**config.mk**
```make
export PLATFORM = sky130hd
export DESIGN_NAME = bbm_ctrl
export DESIGN_NICKNAME = d
export VERILOG_FILES = /design/src/design/bbm_pkg.sv /design/src/design/bbm_ctrl.sv
export SDC_FILE = /design/constraint.sdc
export NUM_CORES = 1
export LEC_CHECK = 0
export BUFFER_PORTS_ARGS = -buffer_cell sky130_fd_sc_hd__buf_2
export CORE_MARGIN = 4
export CORE_UTILIZATION = 50
export CTS_BUF_LIST = sky130_fd_sc_hd__clkbuf_8
export DETAILED_ROUTE_END_ITERATION = 16
export HOLD_SLACK_MARGIN = 0.02
export PLACE_DENSITY = 0.7
export SYNTH_ARGS = -nofsm -noshare
export SYNTH_HDL_FRONTEND = slang
export SYNTH_SLANG_ARGS = --single-unit
```
**constraint.sdc**
```tcl
create_clock -name clock -period 6.71 [get_ports clock]
set_input_delay 0.671 -clock clock [delete_from_list [all_inputs] [get_ports clock]]
set_output_delay 0.671 -clock clock [all_outputs]
set_load 0.05 [all_outputs]
```
**src/design/bbm_pkg.sv**
```systemverilog
// shared types and constants of the box blur mean filter
// no dependencies
package bbm_pkg;

   // configuration register file
   localparam int CSR_INDEX_BITS = 2;
   localparam int CSR_DATA_BITS  = 11;
   localparam int CFG_SIZE_BITS  = 11;
   localparam int CFG_RADIUS_BITS = 2;

   localparam logic [CSR_INDEX_BITS-1:0] REG_IMAGE_WIDTH  = 2'd0;
   localparam logic [CSR_INDEX_BITS-1:0] REG_IMAGE_HEIGHT = 2'd1;
   localparam logic [CSR_INDEX_BITS-1:0] REG_RADIUS       = 2'd2;

   localparam logic [CFG_SIZE_BITS-1:0]   RESET_IMAGE_WIDTH  = 11'd1024;
   localparam logic [CFG_SIZE_BITS-1:0]   RESET_IMAGE_HEIGHT = 11'd1024;
   localparam logic [CFG_RADIUS_BITS-1:0] RESET_RADIUS       = 2'd1;

   // commands from the controller to the datapath
   typedef struct packed {
      logic mem_rd;    // request accepted: latch pixel, read line store column
      logic col_step;  // write back column, shift in column sum
      logic win_step;  // add up the window column sums
      logic mul_step;  // multiply window sum by reciprocal
      logic out_load;  // load the result register
   } dp_cmd_type;

endpackage

```
**src/design/bbm_ctrl.sv**
```systemverilog
// controller: configuration registers, frame counters, sequencing, output handshake
// depends on bbm_pkg
module bbm_ctrl #(
   parameter int MAX_WIDTH  = 1024,
   parameter int MAX_HEIGHT = 1024,
   parameter int MAX_RADIUS = 3
) (
   input  logic                                  clock,
   input  logic                                  reset,
   input  logic                                  req_tvalid,
   output logic                                  req_tready,
   output logic                                  rsp_tvalid,
   input  logic                                  rsp_tready,
   output logic                                  rsp_tlast,
   input  logic                                  csr_valid,
   output logic                                  csr_ready,
   input  logic [bbm_pkg::CSR_INDEX_BITS-1:0]    csr_index,
   input  logic [bbm_pkg::CSR_DATA_BITS-1:0]     csr_wdata,
   output bbm_pkg::dp_cmd_type                   cmd,
   output logic [$clog2(MAX_WIDTH)-1:0]          col_addr,
   output logic [$clog2(2*MAX_RADIUS+1)-1:0]     slot,
   output logic [$clog2(MAX_RADIUS+1)-1:0]       eff_radius
);

   localparam int CB = $clog2(MAX_WIDTH);
   localparam int HB0 = $clog2(MAX_HEIGHT);
   localparam int WB = $clog2(MAX_WIDTH + 1);
   localparam int HB = $clog2(MAX_HEIGHT + 1);
   localparam int RB = $clog2(MAX_RADIUS + 1);
   localparam int SB = $clog2(2 * MAX_RADIUS + 1);

   localparam logic [2:0] ST_IDLE = 3'd0;
   localparam logic [2:0] ST_COL  = 3'd1;
   localparam logic [2:0] ST_WIN  = 3'd2;
   localparam logic [2:0] ST_MUL  = 3'd3;
   localparam logic [2:0] ST_OUT  = 3'd4;

   logic [2:0] state_ff, state_in;
   logic [bbm_pkg::CFG_SIZE_BITS-1:0]   width_ff, height_ff;
   logic [bbm_pkg::CFG_RADIUS_BITS-1:0] radius_ff;
   logic [CB-1:0]  col_ff;
   logic [HB0-1:0] row_ff;
   logic [SB-1:0]  slot_ff;
   logic           emit_ff, emit_in;
   logic           last_ff, last_in;
   logic           rsp_valid_ff, rsp_last_ff;
   logic [WB-1:0]  eff_w;
   logic [HB-1:0]  eff_h;
   logic [RB:0]    two_d;
   logic           accept, csr_write, col_wrap, row_wrap, out_free;

   assign accept    = req_tvalid && req_tready;
   // register writes only between pixels, and they win over a request in the same cycle
   assign csr_ready = (state_ff == ST_IDLE);
   assign csr_write = csr_valid && csr_ready;

   // clamp the configured geometry to the supported range
   always_comb begin
      if (width_ff == '0) begin
         eff_w = WB'(1);
      end else if (32'(width_ff) > 32'(MAX_WIDTH)) begin
         eff_w = WB'(MAX_WIDTH);
      end else begin
         eff_w = WB'(width_ff);
      end
      if (height_ff == '0) begin
         eff_h = HB'(1);
      end else if (32'(height_ff) > 32'(MAX_HEIGHT)) begin
         eff_h = HB'(MAX_HEIGHT);
      end else begin
         eff_h = HB'(height_ff);
      end
      if (32'(radius_ff) > 32'(MAX_RADIUS)) begin
         eff_radius = RB'(MAX_RADIUS);
      end else begin
         eff_radius = RB'(radius_ff);
      end
   end

   assign two_d    = {eff_radius, 1'b0};
   assign col_wrap = (WB'(col_ff) == eff_w - WB'(1));
   assign row_wrap = (HB'(row_ff) == eff_h - HB'(1));
   assign emit_in  = (WB'(col_ff) >= WB'(two_d)) && (HB'(row_ff) >= HB'(two_d));
   assign last_in  = col_wrap && row_wrap;
   assign out_free = !rsp_valid_ff || rsp_tready;

   always_comb begin
      state_in     = state_ff;
      cmd          = '0;
      cmd.mem_rd   = accept;
      unique case (state_ff)
         ST_IDLE: begin
            if (accept) begin
               state_in = ST_COL;
            end
         end
         ST_COL: begin
            cmd.col_step = 1'b1;
            state_in     = ST_WIN;
         end
         ST_WIN: begin
            cmd.win_step = 1'b1;
            state_in     = ST_MUL;
         end
         ST_MUL: begin
            cmd.mul_step = 1'b1;
            state_in     = ST_OUT;
         end
         ST_OUT: begin
            // hold here only while a result must go out and the register is full
            if (!emit_ff || out_free) begin
               cmd.out_load = emit_ff;
               state_in     = ST_IDLE;
            end
         end
         default: begin
            state_in = ST_IDLE;
         end
      endcase
   end

   assign req_tready = (state_ff == ST_IDLE) && !csr_valid;

   always_ff @(posedge clock) begin
      if (reset) begin
         state_ff     <= ST_IDLE;
         width_ff     <= bbm_pkg::RESET_IMAGE_WIDTH;
         height_ff    <= bbm_pkg::RESET_IMAGE_HEIGHT;
         radius_ff    <= bbm_pkg::RESET_RADIUS;
         col_ff       <= '0;
         row_ff       <= '0;
         slot_ff      <= '0;
         emit_ff      <= 1'b0;
         last_ff      <= 1'b0;
         rsp_valid_ff <= 1'b0;
         rsp_last_ff  <= 1'b0;
      end else begin
         state_ff <= state_in;
         if (accept) begin
            emit_ff <= emit_in;
            last_ff <= last_in;
         end
         if (cmd.out_load) begin
            rsp_valid_ff <= 1'b1;
            rsp_last_ff  <= last_ff;
         end else if (rsp_tready) begin
            rsp_valid_ff <= 1'b0;
         end
         if (csr_write) begin
            unique case (csr_index)
               bbm_pkg::REG_IMAGE_WIDTH: begin
                  width_ff <= csr_wdata;
               end
               bbm_pkg::REG_IMAGE_HEIGHT: begin
                  height_ff <= csr_wdata;
               end
               bbm_pkg::REG_RADIUS: begin
                  radius_ff <= csr_wdata[bbm_pkg::CFG_RADIUS_BITS-1:0];
               end
               default: begin
               end
            endcase
            // any known register restarts the frame
            if (csr_index == bbm_pkg::REG_IMAGE_WIDTH || csr_index == bbm_pkg::REG_IMAGE_HEIGHT
                || csr_index == bbm_pkg::REG_RADIUS) begin
               col_ff  <= '0;
               row_ff  <= '0;
               slot_ff <= '0;
            end
         end else if (cmd.col_step) begin
            if (col_wrap) begin
               col_ff <= '0;
               if (row_wrap) begin
                  row_ff  <= '0;
                  slot_ff <= '0;
               end else begin
                  row_ff  <= row_ff + HB0'(1);
                  slot_ff <= (slot_ff == SB'(two_d)) ? '0 : slot_ff + SB'(1);
               end
            end else begin
               col_ff <= col_ff + CB'(1);
            end
         end
      end
   end

   assign col_addr   = col_ff;
   assign slot       = slot_ff;
   assign rsp_tvalid = rsp_valid_ff;
   assign rsp_tlast  = rsp_last_ff;

endmodule

```
Yosys cells after proc, flatten, opt, wreduce, memory -nomap -nowiden. Index checks and enable logic that the tools add are counted.

Input port bits: 18. Register bits: 54.

Multiplexer cells: 28. $lt $le $gt $ge: 4. $add $sub $neg: 5. Reductions and logical operators: 25. Eq/ne operators: 12.

Operator list (number): $mux W10 (8); $mux W11 (4); $mux W3 (8); $eq A10 B11 Y1 (2); $gt A11 B11 Y1 const B (2); $logic_not A11 Y1 (2); $sub A11 B1 Y11 const B (2); $add A10 B1 Y10 const B (2); $ge A10 B3 Y1 (2); $pmux W3 S5 (1); $reduce_and A2 Y1 (5); $mux W1 (7); $eq A3 B2 Y1 const B (2); $reduce_bool A2 Y1 (3); $logic_and A1 B1 Y1 (5); $logic_or A1 B1 Y1 (4); $ne A2 B1 Y1 const B (2); $add A3 B1 Y3 const B (1); $eq A3 B1 Y1 const B (1); $eq A3 B3 Y1 (1); $eq A3 B3 Y1 const B (1); $logic_not A1 Y1 (3); $logic_not A3 Y1 (1); $reduce_and A3 Y1 (1); other kinds (4) (4).

Longest topological paths before layout.
Depth after elaboration: 9. Gate-level depth with buffers: 14.

Worst setup path before layout. OpenSTA, ideal clock, no wires.

Kind: in2out. From: in csr_valid. To: out cmd[4] (netlist name). Path slack: 3173 ps. Buffers on the path: 1. Stages: 4. Data arrival time: 2866 ps. Path through: nor4_1 > nand2_1 > inv_2 > buf_4.

Longest elaborated chain between the ends: 3.

RTL lines: start: declaration (line bbm_ctrl.sv:15) `input logic csr_valid,`; $logic_not A1 Y1 (line bbm_ctrl.sv:122) `assign req_tready = (state_ff == ST_IDLE) && !csr_valid;`; $logic_and A1 B1 Y1 (line bbm_ctrl.sv:122); $logic_and A1 B1 Y1 (line bbm_ctrl.sv:52) `assign accept = req_tvalid && req_tready;`; end: declaration (line bbm_ctrl.sv:19) `output bbm_pkg::dp_cmd_type cmd,`.

Every way passes these cells.

Final worst setup path.
From: reg height_ff[2] (netlist name). To: reg slot_ff[1], in the netlist slot[1].

Longest elaborated chain between the ends: 9. Elaborated cells on any way between the ends: 10.

RTL lines: start: declaration (line bbm_ctrl.sv:39) `logic [bbm_pkg::CFG_SIZE_BITS-1:0] width_ff, height_ff;`; start signal: assignment (line bbm_ctrl.sv:128) `height_ff <= bbm_pkg::RESET_IMAGE_HEIGHT;`; start signal: assignment (line bbm_ctrl.sv:155) `height_ff <= csr_wdata;`; $gt A11 B11 Y1 (line bbm_ctrl.sv:68) `end else if (32'(height_ff) > 32'(MAX_HEIGHT)) begin`; $mux W11 (line bbm_ctrl.sv:68); $mux W11 (*) (line bbm_ctrl.sv:66) `if (height_ff == '0) begin`; $sub A11 B1 Y11 (*) (line bbm_ctrl.sv:82) `assign row_wrap = (HB'(row_ff) == eff_h - HB'(1));`; $eq A10 B11 Y1 (*) (line bbm_ctrl.sv:82); $mux W3 (*) (line bbm_ctrl.sv:173) `if (row_wrap) begin`; $mux W3 (*) (line bbm_ctrl.sv:171) `if (col_wrap) begin`; $mux W3 (*) (line bbm_ctrl.sv:170) `end else if (cmd.col_step) begin`; $mux W3 (*) (line bbm_ctrl.sv:149) `if (csr_write) begin`; end signal: assignment (line bbm_ctrl.sv:178) `slot_ff <= (slot_ff == SB'(two_d)) ? '0 : slot_ff + SB'(1);`; end: declaration (line bbm_ctrl.sv:43) `logic [SB-1:0] slot_ff;`.

Every way passes the cells marked *; elsewhere a longest branch is shown, timed or not. The select of a mux whose other input is x is not followed. A chain may end at the register's enable or synchronous reset.

==> reports/qor.csv <==
metric,value,unit
DRT Wirelength,9660,um
Initial Util,51.3,%
setup_tns,0,ps
Relative slew margins,25.1,%
Critical Path RT,6920,ps
final core utilization,55.4,%
global-route wire length before repair,16000,um
met2 usage,33.6,%
CTS buffer count,5,
M3 GR Usage,4.25,%
Worst setup SP type,register,
power density cells,180,mW/mm^2
maximum VDD drop,109,uV
worst reg2reg setup slack,2950,ps
Avg WL per Cell,16.3,um
Post-synth EDFFs,0,
ys async rst share,0,%
outcome,completed,
vias in the first global route,3230,
largest net degree at the start of global routing,43,
Max clock buf depth,2,
Synth Instances,480,
1st-iter DRT viols,232,
clock-pin slew on the worst setup and hold paths,100,ps
RSZ-0062 raised after global routing,false,
Synth Area per Inst,7.76,um^2
Die ar.,0.00889,mm^2
fin crit period,3760,ps
H-tree level count,2,
chip width,94.3,um
post-DP HPWL,7230,um
Worst-Skew Late Latency,310,ps
post-CTS setup buffer count,0,
Yosys Warn Count,0,
Yosys top cell by area,dfxtp_1,
clock skew,11.0,ps
post-CTS sizing,0,
fin worst setup slack,2950,ps
worst slew pin tran,1120,ps
DRC errors left,0,
HP Class,register to register,
Area Overhead vs Synth,7.93,%
total global routing track utilization,22.5,%
max_cap viols,0,
DIE HEIGHT,94.3,um
Worst Setup Path Type,register to register,
most common cell in the netlist,dfxtp_1,
CTS tree,built,
synth unique cells,74,
"Power, Total",0.000724,W
"Hold-fix buffers, CTS",0,
Final ANT Viol Nets,0,
share of cells above drive strength 1,13.8,%
#FFs+latches synth,54,
synth top area cells,"dfxtp_1, nor2_1, nand2_1",
share of the synthesized area in the top cell type,29.0,%
IO buf count,41,
prevailing post-synth register cell,dfxtp_1,
Final Setup Violations,0,
Post-synth top cells,"dfxtp_1, nor2_1, nand2_1",
"Net Count, Synth",507,
clock root buffer,clkbuf_8,
most used routing layer,met2,
post-synthesis sequential area ratio,29.0,%
Top Ports,42,
Worst setup EP type,register,
Vias/cell,6.14,
gr ovfl total,0,
Hold WS,483,ps
antenna violations before repair,0,
FMAX,0.266,GHz
"Slew Viols, Final",0,
met1 Use GR,33.4,%
final period utilization,56.0,%
Filler cells,711,
CP Max Fanout,17,
Layout Nets,520,
Post-Syn Area,0.00372,mm^2
number of detailed-route iterations in the first pass,5,
CTS sink cnt,54,
Final Hold Viols,0,
core area,0.00725,mm^2
num rows,31,
GPL Wtd Cong,0.981,
leakage power,1.52,nW
vias post-DR,3643,
Place WS,2980,ps
arrival time worst endpoint,3970,ps
Antenna Cells,0,
## state kept, by name, summed over array words and instances, names as in the netlist
register,cells
row_ff,10
rsp_tlast,1
height_ff,11
eff_radius,2
col_addr,10
emit_ff,1
slot,3
state_ff,3
rsp_tvalid,1
width_ff,11
last_ff,1
## worst max-delay path, cell delays in order (launching register included)
cell and delay, ps:
dfxtp_1 390, nor4_1 470, a41o_1 320, nand2b_1 80, ha_1 310, nor3b_1 180
o311ai_0 410, xnor2_1 130, a2111oi_2 500, a41oi_4 340, and3_4 300, a32o_1 230
## final timing paths
kind,from,end,cells past startpoint
hold / removal,rsp_tlast$_SDFFE_PP0P_,rsp_tlast$_SDFFE_PP0P_,2
setup / recovery,height_ff[2]$_SDFFE_PP0P_,slot[1]$_SDFFE_PP0P_,11
setup reg to reg,height_ff[2]$_SDFFE_PP0P_,slot[1]$_SDFFE_PP0P_,11
hold reg to reg,rsp_tlast$_SDFFE_PP0P_,rsp_tlast$_SDFFE_PP0P_,2
## per-stage QoR
step	instance area, um^2	cells
finish	4020	593
global route	4020	593
CTS	4020	593
detailed placement	3910	585
global placement	3910	585
floorplan	3720	480
## cells by family (layout without fill, tap and decap cells)
logic type	after synthesis	in the layout	share of synthesized area, %
AOI/OAI and AO/OA	105	105	21.3
DFF	54	54	29.0
xor gates and xnor gates	16	16	3.76
adders and majority gates	9	9	3.02
buffers and inverters	65	79	7.22
and+or+nand+nor	218	218	32.1
muxes	13	13	3.53
## cells in the final DEF, fill, tap and decap left out, drive strengths merged, types with 9 or more instances in the layout
| master | instances |
|---|---|
| nand3 | 26 |
| nor4 | 17 |
| o21ai | 15 |
| xnor2 | 10 |
| nand4 | 18 |
| nor2 | 46 |
| nor3 | 12 |
| inv | 29 |
| nand2 | 37 |
| ha | 9 |
| a21oi | 24 |
| dfxtp | 54 |
| mux2i | 12 |
| nand2b | 10 |
| buf | 43 |
## layout make-up
cell class | instances | area [um^2] | share of cell area [%]
Timing Repair Buffer | 43 | 220 | 5.48
Clock inverter | 3 | 41.3 | 1.03
Tap cell | 99 | 124 | 3.08
Multi-Input combinational cell | 361 | 2380 | 59.2
Inverter | 28 | 105 | 2.62
Clock buffer | 5 | 68.8 | 1.71
Sequential cell | 54 | 1080 | 26.9
## power by group
part           leakage, nW  internal (W)  total [W]  switching [W]
logic                 1.02     0.0000531   0.000156       0.000103
registers            0.437      0.000329   0.000348      0.0000195
clock network       0.0556      0.000110   0.000220       0.000110
## per-layer routing
metal | share of wire [%] | routed length [um]
met2 | 44 | 4220
met4 | 0.68 | 66
met1 | 49 | 4710
met3 | 6.8 | 653
met5 | 0 | 0
Power figures use the tool's default switching activity.
